File: config.mk
export PLATFORM = sky130hd
export DESIGN_NAME = cube_rotation_code_unit
export DESIGN_NICKNAME = d
export VERILOG_FILES = /design/src/design/crcu_pkg.sv /design/src/design/crcu_next.sv /design/src/design/crcu_status.sv /design/src/design/cube_rotation_code_unit.sv
export SDC_FILE = /design/constraint.sdc
export NUM_CORES = 1
export LEC_CHECK = 0
export ABC_AREA = 1
export BUFFER_PORTS_ARGS = -buffer_cell sky130_fd_sc_hd__clkbuf_2
export CAP_MARGIN = 15
export CORE_AREA = 5 5 126 128
export CTS_CLUSTER_DIAMETER = 100
export DETAILED_ROUTE_END_ITERATION = 16
export DIE_AREA = 0 0 131 133
export PLACE_DENSITY = 0.66
export SYNTH_ARGS = -nofsm -noshare
export SYNTH_HDL_FRONTEND = slang
export SYNTH_HIERARCHICAL = 1
export SYNTH_SLANG_ARGS = --single-unit
File: constraint.sdc
create_clock -name clock -period 3.2 [get_ports clock]
set_input_delay 0.16 -clock clock [delete_from_list [all_inputs] [get_ports clock]]
set_output_delay 0.16 -clock clock [all_outputs]
set_load 0.05 [all_outputs]
File: src/design/crcu_pkg.sv
// ----------------------------------------------------------------------------
// Cube rotation code unit package
// Shared types, the table of the 24 proper rotation codes and the field
// helpers used by the next-code and status logic.
// ----------------------------------------------------------------------------
package crcu_pkg;

   localparam int unsigned CodeWidth  = 18;
   localparam int unsigned FieldWidth = 3;
   localparam int unsigned NumFaces   = 6;
   localparam int unsigned NumCodes   = 24;

   typedef logic [CodeWidth-1:0]  code_type;
   typedef logic [FieldWidth-1:0] field_type;
   typedef logic [4:0]            tindex_type;
   typedef logic [1:0]            turns_type;

   // The spare command code behaves as a query.
   typedef enum logic [2:0] {
      CMD_LOAD    = 3'd0,
      CMD_TLOAD   = 3'd1,
      CMD_ROT_X   = 3'd2,
      CMD_ROT_Y   = 3'd3,
      CMD_ROT_Z   = 3'd4,
      CMD_COMPOSE = 3'd5,
      CMD_QUERY   = 3'd6,
      CMD_SPARE   = 3'd7
   } cmd_type;

   localparam code_type HOME_CODE = 18'd181896;

   localparam code_type VALID_CODES [NumCodes] = '{
      18'd5349,   18'd5804,   18'd6490,   18'd6931,   18'd34028,  18'd34469,
      18'd35155,  18'd35610,  18'd77932,  18'd78373,  18'd80193,  18'd80648,
      18'd106597, 18'd107052, 18'd108872, 18'd109313, 18'd151635, 18'd152090,
      18'd152776, 18'd153217, 18'd180314, 18'd180755, 18'd181441, 18'd181896
   };

   // Source field for each destination field of one quarter turn,
   // destination five first.
   typedef logic [NumFaces-1:0][FieldWidth-1:0] perm_type;
   localparam perm_type PERM_X = {3'd2, 3'd3, 3'd5, 3'd4, 3'd1, 3'd0};
   localparam perm_type PERM_Y = {3'd1, 3'd0, 3'd3, 3'd2, 3'd4, 3'd5};
   localparam perm_type PERM_Z = {3'd5, 3'd4, 3'd1, 3'd0, 3'd2, 3'd3};

   // Faces six and seven do not exist and read as zero.
   function automatic field_type field_of(input code_type code, input field_type f);
      logic [FieldWidth*8-1:0] ext;
      ext = {{(FieldWidth*8-CodeWidth){1'b0}}, code};
      return ext[f*FieldWidth +: FieldWidth];
   endfunction

   function automatic code_type permute(input code_type code, input perm_type src);
      code_type v;
      for (int i = 0; i < NumFaces; i++) begin
         v[i*FieldWidth +: FieldWidth] = field_of(code, src[i]);
      end
      return v;
   endfunction

endpackage

File: src/design/crcu_next.sv
// ----------------------------------------------------------------------------
// Cube rotation code next-state logic
// Computes the code that one command leaves behind: load, table load,
// quarter turns about an axis, composition with an operand, or hold.
// ----------------------------------------------------------------------------
module crcu_next
   import crcu_pkg::*;
(
   input  logic [2:0]  command,
   input  code_type    code_cur,
   input  code_type    code_operand,
   input  turns_type   turns,
   input  tindex_type  table_index,
   output code_type    code_next
);

   perm_type   perm_sel;
   code_type   turn1;
   code_type   turn2;
   code_type   turn3;
   code_type   turned;
   code_type   composed;
   tindex_type index_red;

   always_comb begin
      case (cmd_type'(command))
         CMD_ROT_Y: perm_sel = PERM_Y;
         CMD_ROT_Z: perm_sel = PERM_Z;
         default:   perm_sel = PERM_X;
      endcase
   end

   // Each quarter turn is pure rewiring, so three in a row cost only muxes.
   assign turn1 = permute(code_cur, perm_sel);
   assign turn2 = permute(turn1, perm_sel);
   assign turn3 = permute(turn2, perm_sel);

   always_comb begin
      case (turns)
         2'd1:    turned = turn1;
         2'd2:    turned = turn2;
         2'd3:    turned = turn3;
         default: turned = code_cur;
      endcase
   end

   always_comb begin
      for (int i = 0; i < NumFaces; i++) begin
         composed[i*FieldWidth +: FieldWidth] =
            field_of(code_cur, field_of(code_operand, field_type'(i)));
      end
   end

   assign index_red = (table_index >= tindex_type'(NumCodes)) ?
                      table_index - tindex_type'(NumCodes) : table_index;

   always_comb begin
      case (cmd_type'(command))
         CMD_LOAD:    code_next = code_operand;
         CMD_TLOAD:   code_next = VALID_CODES[index_red];
         CMD_ROT_X:   code_next = turned;
         CMD_ROT_Y:   code_next = turned;
         CMD_ROT_Z:   code_next = turned;
         CMD_COMPOSE: code_next = composed;
         default:     code_next = code_cur;
      endcase
   end

endmodule

File: src/design/crcu_status.sv
// ----------------------------------------------------------------------------
// Cube rotation code status logic
// Checks a code against the 24 proper rotation codes and picks the image
// of the requested face.
// ----------------------------------------------------------------------------
module crcu_status
   import crcu_pkg::*;
(
   input  code_type  code,
   input  field_type face_query,
   output logic      is_valid,
   output field_type face_image
);

   always_comb begin
      is_valid = 1'b0;
      for (int i = 0; i < NumCodes; i++) begin
         is_valid = is_valid | (code == VALID_CODES[i]);
      end
   end

   assign face_image = field_of(code, face_query);

endmodule

File: src/design/cube_rotation_code_unit.sv
// ----------------------------------------------------------------------------
// Cube rotation code unit
// Holds one cube rotation code and updates it by one command per item.
// ----------------------------------------------------------------------------
// The unit takes one item per clock cycle while the result side takes
// results. An input register feeds the next-code and status logic, whose
// outputs load the current code and the result register together.
// The current code register closes the only loop, and each command resolves
// in combinational logic, so the sustained rate is one item per cycle for as
// long as the result side keeps taking results. After reset the code is the
// identity rotation.
module cube_rotation_code_unit
   import crcu_pkg::*;
(
   input  logic        clock,
   input  logic        reset,
   input  logic        req_valid,
   output logic        req_ready,
   input  logic [2:0]  req_command,
   input  logic [17:0] req_code_operand,
   input  logic [1:0]  req_turns,
   input  logic [4:0]  req_table_index,
   input  logic [2:0]  req_face_query,
   output logic        rsp_valid,
   input  logic        rsp_ready,
   output logic [17:0] rsp_code_out,
   output logic        rsp_is_valid,
   output logic [2:0]  rsp_face_image
);

   logic       in_valid_ff;
   logic [2:0] cmd_ff;
   code_type   operand_ff;
   turns_type  turns_ff;
   tindex_type index_ff;
   field_type  face_ff;

   code_type   code_ff;
   code_type   code_in;

   logic       out_valid_ff;
   code_type   out_code_ff;
   logic       out_is_valid_ff;
   field_type  out_face_ff;
   logic       status_valid;
   field_type  status_face;

   logic       advance;

   assign advance   = in_valid_ff & (~out_valid_ff | rsp_ready);
   assign req_ready = ~in_valid_ff | advance;

   always_ff @(posedge clock) begin
      if (reset) begin
         in_valid_ff <= 1'b0;
      end else if (req_ready) begin
         in_valid_ff <= req_valid;
      end
   end

   always_ff @(posedge clock) begin
      if (req_valid & req_ready) begin
         cmd_ff     <= req_command;
         operand_ff <= req_code_operand;
         turns_ff   <= req_turns;
         index_ff   <= req_table_index;
         face_ff    <= req_face_query;
      end
   end

   crcu_next u_next (
      .command      (cmd_ff),
      .code_cur     (code_ff),
      .code_operand (operand_ff),
      .turns        (turns_ff),
      .table_index  (index_ff),
      .code_next    (code_in)
   );

   crcu_status u_status (
      .code       (code_in),
      .face_query (face_ff),
      .is_valid   (status_valid),
      .face_image (status_face)
   );

   always_ff @(posedge clock) begin
      if (reset) begin
         code_ff <= HOME_CODE;
      end else if (advance) begin
         code_ff <= code_in;
      end
   end

   always_ff @(posedge clock) begin
      if (reset) begin
         out_valid_ff <= 1'b0;
      end else if (advance) begin
         out_valid_ff <= 1'b1;
      end else if (rsp_ready) begin
         out_valid_ff <= 1'b0;
      end
   end

   always_ff @(posedge clock) begin
      if (advance) begin
         out_code_ff     <= code_in;
         out_is_valid_ff <= status_valid;
         out_face_ff     <= status_face;
      end
   end

   assign rsp_valid      = out_valid_ff;
   assign rsp_code_out   = out_code_ff;
   assign rsp_is_valid   = out_is_valid_ff;
   assign rsp_face_image = out_face_ff;

   // A pending result always shows the code that the unit now holds.
   assert_result_matches_state : assert property (@(posedge clock) disable iff (reset)
      out_valid_ff |-> (out_code_ff == code_ff))
      else $error("result code differs from held code");

   // Queries and unused command codes leave the held code alone.
   assert_query_holds_code : assert property (@(posedge clock) disable iff (reset)
      (advance && (cmd_ff == CMD_QUERY || cmd_ff == CMD_SPARE)) |=> $stable(code_ff))
      else $error("query changed the held code");

   // The input side stalls only while an item waits in the input register.
   assert_stall_has_item : assert property (@(posedge clock) disable iff (reset)
      !req_ready |-> (in_valid_ff && out_valid_ff && !rsp_ready))
      else $error("input stalled without a blocked item");

endmodule

==> run metrics, run 1 <==
initial antenna violation count=0; global-route wire length before repair=32200 um; DR WL/cell=17.4 um; Net Sw Power=~0.0011 W; max cap viols=0; CP Launch Point=cmd_ff[1]$_DFFE_PP_; H-tree Lvls=3; Leak=3.28 nW; TritonCTS Buffers=9; internal power=0.00196 W; Die ar.=17400 sq um; most numerous cell in the Yosys netlist=nand2_1; I/O pin cnt=slightly below 60; antenna cells=0; share of cells above drive strength 1=0.178; status=finished clean; reg2reg start=cmd_ff[1]$_DFFE_PP_; nets@finish=between 1000 and 1500; top achievable clock speed=335 MHz; critical path, cell by cell=buf_4 > nor3_2 > inv_2 > o31ai_1 > nor3_1 > a21oi_2 > inv_2 > nand2_2 > nor2_4 > nand3_1 > nand3_1 > nand2_1 > nand3_2 > nand2_2 > nand3_2; Largest stage delay, worst path=0.47 ns; Area Growth Syn to Fin=21.7%; register area share after synthesis=0.333; Row Count=45; clock skew=~0.014 ns; drt first pass iters=5; total global-route track usage=0.239; r2r endpoint=rsp_is_valid$_DFFE_PP_; gpl congestion=just under 1; Die Wd=131 um; Initial Util=0.405; number of synthesized flops with an enable pin=53; Clk pwr share=0.313; final hold viol count=0; register bit total from synthesis=73; clock root buffer=clkbuf_16; peak supply drop=around 0.00024 V; drt total wl=approximately 21000 um; Reg2Reg Setup Slack=0.22 ns; switching part of the total=0.362; crit path kind=flip-flop to flip-flop; Register Area=1990 sq um; post-route ant nets=0; Least-Margin Pin Slew=0.806 ns; area of the multi-input gates=3430 sq um; Synth async-reset ratio=0; synth unique cells=36; Port Buffers=58; Seq pwr share=0.379; Top FF cell, synth=edfxtp_1; RSZ-0062 raised after global routing=false; filler instances=about 1500; top cells by area, synth=edfxtp_1, nand2_1, a21oi_1, nand3_1, dfxtp_1; Max Root-Sink Buffers=2; CTS tree=done; largest net degree at the start of global routing=32; Post-Synthesis Cells=roughly 930; YS warnings=6; Data arrival, critical path=3.08 ns; worst hold path class=input pin to flip-flop; initial DRC count=1058; Post-Syn Area=~6000 sq um; post-DP HPWL=14500 um; most area-hungry cell type in the Yosys netlist=edfxtp_1; PD cells=about 420 nW/um^2; CP Data Required Time=3.29 ns; Worst setup EP type=flip-flop; GRT overflow=0; Yosys top cell area share=0.266; final setup fails=0; clk slew on worst S/H paths=~0.06 ns; fin crit share=0.932; vias in the first global route=5998; Die H=around 130 um; setup TNS=0 ns; Gate power share=0.308; Post-synth top cells=nand2_1, a21oi_1, nand3_1; Critical Path Fanout Max=9; drt drc=0; R2R depth=15; Max transition margin=0.462; Core Area=about 15000 sq um; Avg Cell Area, Syn=6.46 sq um; Clk Latency, worst-skew pair=0.35 ns; worst setup path endpoint=rsp_is_valid$_DFFE_PP_; DR vias=6894; total chip power=0.00307 W; crit path launch type=flip-flop; syn nets=961; Final Max Slew Viols=0; post-DR vias/cell=approximately 5.7; Critical-path top delay cell=edfxtp_1; Final min period=2.98 ns; clock sink count=73
## layout by cell type, fill, tap and decap left out, drive strengths merged
cell / count
clkinvlp: 2
inv: 100
o31ai: 2
nor4: 1
nand2: 247
o2111ai: 4
buf: 46
dlygate4sd3: 30
o21a: 1
dfxtp: 20
a31oi: 3
nand3b: 2
ha: 1
nor2: 97
nand4: 21
nor3: 17
o211ai: 21
edfxtp: 53
clkinv: 4
a31o: 1
xor2: 1
clkbuf: 71
a21oi: 116
o21ai: 80
nand3: 88
o221ai: 2
xnor2: 1
## per-stage QoR
stage,worst slack [ns],instance area (sq um),hold WS (ns),util,std cells
floorplan,0.648,5980,0.229,-,925
global placement,0.127,6550,0.337,0.444,1161
detailed placement,0.106,6550,0.339,0.444,1161
CTS,0.0896,7120,0.0191,0.483,1207
global route,0.0105,7270,0.0347,0.493,1220
finish,0.217,7270,0.0301,0.493,1220
## routing by layer
metal | up-vias | wire [um] | global-route usage
met5 | - | 0 | 0
met2 | 413 | 9160 | 0.343
met4 | 0 | 927 | 0.116
met1 | 3067 | 9000 | 0.345
li1 | 3341 | - | -
met3 | 73 | 2100 | 0.0363
## area by class of cell
type	instances	area share
timing repair buffer	134	0.129
sequential	73	0.274
inverter	102	0.0535
multi-input combinational	706	0.472
clock buffer	13	0.0358
timing repair inverter	1	0.00103
clock inverter	3	0.00224
tap	188	0.0324
## cell families after synthesis
group / Yosys count / synth area share
and+or+nand+nor: 472 / 0.354
AOI/OAI and AO/OA: 230 / 0.208
buffers and inverters: 147 / 0.100
DFF: 73 / 0.333
xor gates and xnor gates: 2 / 0.00293
adders and majority gates: 1 / 0.00209
## registers in the layout (all words and copies together), names as in the netlist
| register | flops |
|---|---|
| cmd_ff | 3 |
| code_ff | 18 |
| face_ff | 3 |
| in_valid_ff | 1 |
| index_ff | 5 |
| operand_ff | 18 |
| rsp_code_out | 18 |
| rsp_face_image | 3 |
| rsp_is_valid | 1 |
| rsp_valid | 1 |
| turns_ff | 2 |
## worst max-delay path: cells and delay by family, from the launching register on
kind	cells	cell delay, ns
AO/OA/AOI/OAI	2	0.67
buffers and inverters	3	0.43
AND/OR/NAND/NOR	10	1.14
flip-flops	1	0.47
## power groups by stage
| stage | sequential (W) | clock [W] | combinational, W |
|---|---|---|---|
| 2_1_floorplan | 0.00121 | 0 | 0.000556 |
| 3_3_place_gp | 0.00118 | 0 | 0.000868 |
| 3_5_place_dp | 0.00118 | 0 | 0.000865 |
| 4_1_cts | 0.00116 | 0.000974 | 0.000898 |
| 5_1_grt | 0.00117 | 0.00100 | 0.00103 |
| 6_report | 0.00116 | 0.000961 | 0.000944 |
## worst min-delay path by stage
| stage | from | end | slack [ns] | depth (start not counted) |
|---|---|---|---|---|
| floorplan | reset | in_valid_ff$_SDFFE_PP0P_ | 0.23 | 1 |
| global placement | req_code_operand[17] | operand_ff[17]$_DFFE_PP_ | 0.34 | 1 |
| detailed placement | req_table_index[4] | index_ff[4]$_DFFE_PP_ | 0.34 | 1 |
| CTS | req_command[1] | cmd_ff[1]$_DFFE_PP_ | 0.02 | 1 |
| global route | req_command[1] | cmd_ff[1]$_DFFE_PP_ | 0.03 | 1 |
| finish | req_command[1] | cmd_ff[1]$_DFFE_PP_ | 0.03 | 1 |
## repair_timing
item                       4_1_cts  5_1_grt
setup endpoints to repair        0        2
resized for setup                0       14
hold buffers                    30        0
setup buffers                    0       11
hold endpoints to repair        30        0
No activity file was read; power rests on OpenSTA's default activity.
==> inputs of run 2 (changes only) <==
--- a/config.mk
+++ b/config.mk
@@ -5,13 +5,12 @@
 export SDC_FILE = /design/constraint.sdc
 export NUM_CORES = 1
 export LEC_CHECK = 0
-export ABC_AREA = 1
 export BUFFER_PORTS_ARGS = -buffer_cell sky130_fd_sc_hd__clkbuf_2
 export CAP_MARGIN = 15
-export CORE_AREA = 5 5 126 128
+export CORE_AREA = 5 5 131 133
 export CTS_CLUSTER_DIAMETER = 100
 export DETAILED_ROUTE_END_ITERATION = 16
-export DIE_AREA = 0 0 131 133
+export DIE_AREA = 0 0 136 138
 export PLACE_DENSITY = 0.66
 export SYNTH_ARGS = -nofsm -noshare
 export SYNTH_HDL_FRONTEND = slang
==> run metrics, run 2 <==
clk slew on worst S/H paths=0.06 ns (about the same); post-route ant nets=0 (unchanged); Seq pwr share=0.341 (-0.038); DR WL/cell=22.3 um (+29%); DR vias=7349 (+6.6%); initial DRC count=761 (-28%); Reg2Reg Setup Slack=-0.27 ns (-0.48 ns); Max Root-Sink Buffers=2 (unchanged); register bit total from synthesis=73 (unchanged); CP Data Required Time=3.38 ns (+0.09 ns); Die Wd=136 um (+3.8%); Core Util, Final=0.594 (+0.101); initial antenna violation count=0 (unchanged); Die H=138 um (+3.8%); largest net degree at the start of global routing=39 (+22%); R2R depth=12 (-3); most area-hungry cell type in the Yosys netlist=edfxtp_1; I/O pin cnt=59 (unchanged); filler instances=1370 (-11%); post-DP HPWL=19400 um (+34%); Max transition margin=0.342 (-0.120); gpl congestion=1.01 (+2.5%); share of cells above drive strength 1=0.394 (+0.215); crit path launch type=flip-flop; antenna cells=0 (unchanged); Leak=3.70 nW (+13%); Top FF cell, synth=edfxtp_1; max cap viols=0 (unchanged); fin crit share=1.08 (+0.151); final hold viol count=0 (unchanged); register area share after synthesis=0.308 (-0.0257); YS warnings=6 (unchanged); dpl ws=-0.293 ns (-0.399 ns); Net Sw Power=0.00118 W (+6.5%); drt drc=0 (unchanged); Data arrival, critical path=3.65 ns (+0.57 ns); Synth async-reset ratio=0 (unchanged); Row Count=46 (+2.2%); top cells by area, synth=edfxtp_1, mux4_2, dfxtp_1, mux2i_1, o21ai_0; RSZ-0062 raised after global routing=true; top achievable clock speed=288 MHz (-14%); reg2reg start=cmd_ff[0]$_DFFE_PP_; total global-route track usage=0.279 (+0.0406); Final Max Slew Viols=0 (unchanged); Port Buffers=58 (unchanged); clock skew=0.00698 ns (-0.00722 ns); nets@finish=1019 (-4.1%); commonest non-fill, non-tap cells in the layout=buf_4, nor2_1, clkbuf_2; GRT overflow=0 (unchanged); setup TNS=-0.268 ns (-0.268 ns); Core Area=15700 sq um (+6.5%); peak supply drop=0.000354 V (+50%); r2r endpoint=rsp_is_valid$_DFFE_PP_; vias in the first global route=7117 (+19%); PD cells=367 nW/um^2 (-13%); status=finished, violations left; Avg Cell Area, Syn=8.81 sq um (+36%); Final min period=3.47 ns (+0.485 ns); synth unique cells=88 (+140%); worst setup path endpoint=rsp_is_valid$_DFFE_PP_; Yosys top cell area share=0.246 (-0.0205); global-route wire length before repair=40800 um (+27%); Worst setup EP type=flip-flop; Post-Synthesis Cells=735 (-21%); worst hold path class=input pin to flip-flop; Post-synth top cells=nor2_1, o21ai_0, edfxtp_1; most numerous cell in the Yosys netlist=nor2_1; Area Growth Syn to Fin=44.0%; Clk Latency, worst-skew pair=0.35 ns (about the same); Final WS setup=-0.268 ns (-0.485 ns); Die ar.=18800 sq um (+7.7%); Critical Path Fanout Max=20 (+11); final setup fails=1 (+1); drt first pass iters=5 (unchanged); CTS tree=done; syn nets=771 (-20%); clock sink count=73 (unchanged); failing checks=setup timing; crit path kind=flip-flop to flip-flop; Gate power share=0.384 (+0.076); switching part of the total=0.346 (-0.0160); post-DR vias/cell=6.10 (+8.0%); internal power=0.00224 W (+14%); number of synthesized flops with an enable pin=53 (unchanged); most common cell after layout, fill and taps aside=buf_4; Clk pwr share=0.275 (-0.038); TritonCTS Buffers=9 (unchanged); Least-Margin Pin Slew=0.985 ns (+0.178 ns); H-tree Lvls=3 (unchanged); Post-Syn Area=6470 sq um (+8.4%); CP Launch Point=cmd_ff[0]$_DFFE_PP_; clock root buffer=clkbuf_16; drt total wl=26900 um (+27%); Initial Util=0.412 (+0.00700)
## run 2: per-stage QoR
step | power (W) | cells | hold slack, ns | cell area, sq um
CTS | 0.00335 | 1189 | 0.00355 | 9070
finish | 0.00342 | 1204 | 0.00975 | 9330
global route | 0.00356 | 1204 | 0.00784 | 9330
floorplan | 0.00180 | 735 | 0.259 | 6490
global placement | 0.00233 | 1132 | 0.336 | 8300
detailed placement | 0.00234 | 1132 | 0.339 | 8300
## run 2: how the worst min path moves through the flow
stage	start	endpoint	slack (ns)	cells past startpoint
2_1_floorplan	req_command[0]	cmd_ff[0]$_DFFE_PP_	0.26	0
3_3_place_gp	req_table_index[3]	index_ff[3]$_DFFE_PP_	0.34	1
3_5_place_dp	req_command[0]	cmd_ff[0]$_DFFE_PP_	0.34	1
4_1_cts	req_code_operand[0]	operand_ff[0]$_DFFE_PP_	0.004	1
5_1_grt	req_code_operand[0]	operand_ff[0]$_DFFE_PP_	0.008	1
6_report	req_code_operand[0]	operand_ff[0]$_DFFE_PP_	0.01	1
## run 2: layer usage
metal  global-route usage  part of all wire  vias up
met1                0.377              0.41     3500
met5                    0                 0        -
li1                     -                 -     3308
met2                0.414              0.45      426
met3               0.0639             0.088      115
met4                0.146             0.051        0
## run 2: repair_timing
action,4_1_cts,5_1_grt
endpoints found under the hold margin,30,0
pin swaps,6,15
hold buffers,30,0
setup endpoints to repair,1,1
gates cloned,1,1
resized for setup,23,33
setup buffers,10,14
## run 2: cell type report
type / instances / area (sq um) / area share
clock buffers: 10 / 229 / 0.0246
flip-flops and latches: 73 / 1990 / 0.214
multi-input cells: 556 / 4250 / 0.456
well taps: 216 / 270 / 0.0290
inverters: 27 / 105 / 0.0113
clock inverters: 6 / 43.8 / 0.00470
repair buffers: 316 / 2430 / 0.261
## run 2: cells by family (layout without fill, tap and decap cells)
logic type               after synthesis  in the layout  share of synthesized area
AND/OR/NAND/NOR                      242            242                      0.213
multiplexers                          71             71                      0.153
XOR/XNOR                               2              2                    0.00271
adder cells (fa/ha/maj)                1              1                    0.00193
AO/OA/AOI/OAI                        240            240                      0.249
flip-flops                            73             73                      0.308
buffers and inverters                106            359                     0.0719
## run 2: power by group through the flow
stage | sequential, W | combinational (W) | clock [W]
2_1_floorplan | 0.00121 | 0.000584 | 0
3_3_place_gp | 0.00118 | 0.00115 | 0
3_5_place_dp | 0.00118 | 0.00115 | 0
4_1_cts | 0.00116 | 0.00123 | 0.000956
5_1_grt | 0.00117 | 0.00138 | 0.00101
6_report | 0.00117 | 0.00131 | 0.000940
## run 2: worst max-delay path: stages, from the launching register on
cell and delay, ns:
edfxtp_1 0.42, buf_6 0.16, buf_12 0.15, and3b_2 0.25, buf_4 0.14, a2111oi_0 0.61, nor4_2 0.10, a2bb2oi_2 0.24
and4bb_1 0.28, nor2_2 0.06, o22a_1 0.19, or4_4 0.42, a221oi_2 0.28
==> inputs of run 3 (changes only) <==
--- a/config.mk
+++ b/config.mk
@@ -11,7 +11,6 @@
 export CTS_CLUSTER_DIAMETER = 100
 export DETAILED_ROUTE_END_ITERATION = 16
 export DIE_AREA = 0 0 136 138
-export PLACE_DENSITY = 0.66
 export SYNTH_ARGS = -nofsm -noshare
 export SYNTH_HDL_FRONTEND = slang
 export SYNTH_HIERARCHICAL = 1
==> run metrics, run 3 (synthesis results as in run 2) <==
status=finished, violations left; failing checks=setup timing; CTS tree=done; Die Wd=136 um (unchanged); commonest non-fill, non-tap cells in the layout=buf_4, nor2_1, clkbuf_2; M1 wire length=11900 um (+7.4%); drt drc=0 (unchanged); GRT overflow=0 (unchanged); top achievable clock speed=292 MHz (+1.2%); Clk pwr share=0.302 (+0.027); Net Sw Power=0.00128 W (+8.3%); DR WL/cell=24.0 um (+7.7%); drt first pass iters=7 (+2); Final Max Slew Viols=0 (unchanged); share of cells above drive strength 1=0.394 (about the same); post-DP HPWL=21400 um (+10%); max cap viols=0 (unchanged); total global-route track usage=0.302 (+0.0233); PD cells=386 nW/um^2 (+5.3%); Final min period=3.43 ns (-0.0423 ns); post-route ant nets=0 (unchanged); crit path launch type=flip-flop; total chip power=0.00362 W (+6.0%); Core Area=15700 sq um (unchanged); DR top layer=met4; global-route wire length before repair=43600 um (+7.0%); worst hold path class=input pin to flip-flop; most common cell after layout, fill and taps aside=buf_4; Seq pwr share=0.318 (-0.023); drt total wl=28800 um (+7.2%); crit path kind=flip-flop to flip-flop; Die H=138 um (unchanged); vias in the first global route=7296 (+2.5%); met3 WL=2440 um (+3.3%); final hold viol count=0 (unchanged); Register Area=1990 sq um (unchanged); area of the multi-input gates=4320 sq um (+1.7%); switching part of the total=0.353 (+0.00775); Row Count=46 (unchanged); Worst setup EP type=flip-flop; Data arrival, critical path=3.61 ns (-0.04 ns); TritonCTS Buffers=9 (unchanged); Gate power share=0.380 (-0.004); Final WS setup=-0.225 ns (+0.0423 ns); placed cell count=1127 (-0.44%); Least-Margin Pin Slew=1.05 ns (+0.0633 ns); met2 WL=13400 um (+11%); Area Growth Syn to Fin=44.9%; Port Buffers=58 (unchanged); initial DRC count=830 (+9.1%); DR vias=7420 (+0.97%); nets@finish=1014 (-0.49%); fin crit share=1.07 (-0.0132); Max transition margin=0.300 (-0.0423); Max Root-Sink Buffers=2 (unchanged); H-tree Lvls=3 (unchanged); Initial Util=0.412 (unchanged); Leak=3.71 nW (+0.19%); internal power=0.00234 W (+4.7%); CP Data Required Time=3.38 ns (about the same); filler instances=1398 (+2.0%); gpl congestion=0.983 (-3.0%); final setup fails=1 (unchanged); antenna cells=0 (unchanged); largest net degree at the start of global routing=39 (unchanged); Die ar.=18800 sq um (unchanged); clock root buffer=clkbuf_16; dpl ws=-0.385 ns (-0.0922 ns); RSZ-0062 raised after global routing=true; clock sink count=73 (unchanged); post-DR vias/cell=6.19 (+1.4%); clk slew on worst S/H paths=0.07 ns (about the same); I/O pin cnt=59 (unchanged); Critical Path Fanout Max=11 (-45%); Clk Latency, worst-skew pair=0.35 ns (about the same); peak supply drop=0.000300 V (-15%); initial antenna violation count=0 (unchanged); Layout Cells excl Fill=1199 (-0.42%); clock skew=0.00872 ns (+0.00173 ns)
run 3: critical path, stage by stage (launching register included):
cell	delay, ns
edfxtp_1	0.45
buf_8	0.18
and3b_2	0.30
buf_4	0.19
a22oi_2	0.16
a21oi_1	0.11
o211ai_1	0.33
a22oi_1	0.14
buf_4	0.18
buf_4	0.14
nor4bb_4	0.28
o21ai_2	0.11
o41ai_2	0.31
a21oi_1	0.10
a221oi_2	0.27
run 3: final timing paths:
check | cells past startpoint | startpoint | to | slack [ns]
setup / recovery | 14 | cmd_ff[1]$_DFFE_PP_ | rsp_is_valid$_DFFE_PP_ | -0.23
setup reg to reg | 14 | cmd_ff[1]$_DFFE_PP_ | rsp_is_valid$_DFFE_PP_ | -0.23
hold / removal | 3 | req_valid | in_valid_ff$_SDFFE_PP0P_ | 0.11
hold reg to reg | 2 | code_ff[6]$_SDFFE_PP0P_ | code_ff[6]$_SDFFE_PP0P_ | 0.52
run 3: area by class of cell:
type | instances | share of cell area
multi-input combinational | 556 | 0.461
tap | 216 | 0.0288
clock inverter | 7 | 0.00907
sequential | 73 | 0.212
clock buffer | 9 | 0.0240
inverter | 27 | 0.0108
timing repair buffer | 311 | 0.254
run 3: metrics by stage:
step / hold WS, ns / area [sq um] / utilization / TNS (ns)
6_report: 0.115 / 9380 / 0.597 / -0.225
5_1_grt: 0.122 / 9380 / 0.597 / -0.309
4_1_cts: 0.104 / 9130 / 0.581 / -0.174
3_5_place_dp: 0.339 / 8230 / 0.524 / -0.385
3_3_place_gp: 0.337 / 8230 / 0.524 / -0.356
2_1_floorplan: 0.259 / 6490 / - / -0.0563
run 3: routing by layer:
metal	vias up	track usage
li1	3302	-
met1	3586	0.422
met2	464	0.480
met3	68	0.0410
met4	0	0.106
met5	-	0
run 3: repair_timing:
item / CTS / global route
gates cloned: 1 / 1
pin swaps: 7 / 16
buffers inserted: 12 / 11
gates resized for setup: 36 / 33
setup endpoints to repair: 1 / 1
hold buffers: 31 / 0
hold endpoints to repair: 31 / 0
run 3: power groups by stage:
stage | Clock [W] | Sequential [W] | Combinational [W]
after global routing | 0.00116 | 0.00116 | 0.00144
after CTS | 0.00111 | 0.00115 | 0.00128
final | 0.00109 | 0.00115 | 0.00138
after global placement | 0 | 0.00117 | 0.00117
after detailed placement | 0 | 0.00117 | 0.00118
after floorplan | 0 | 0.00121 | 0.000584
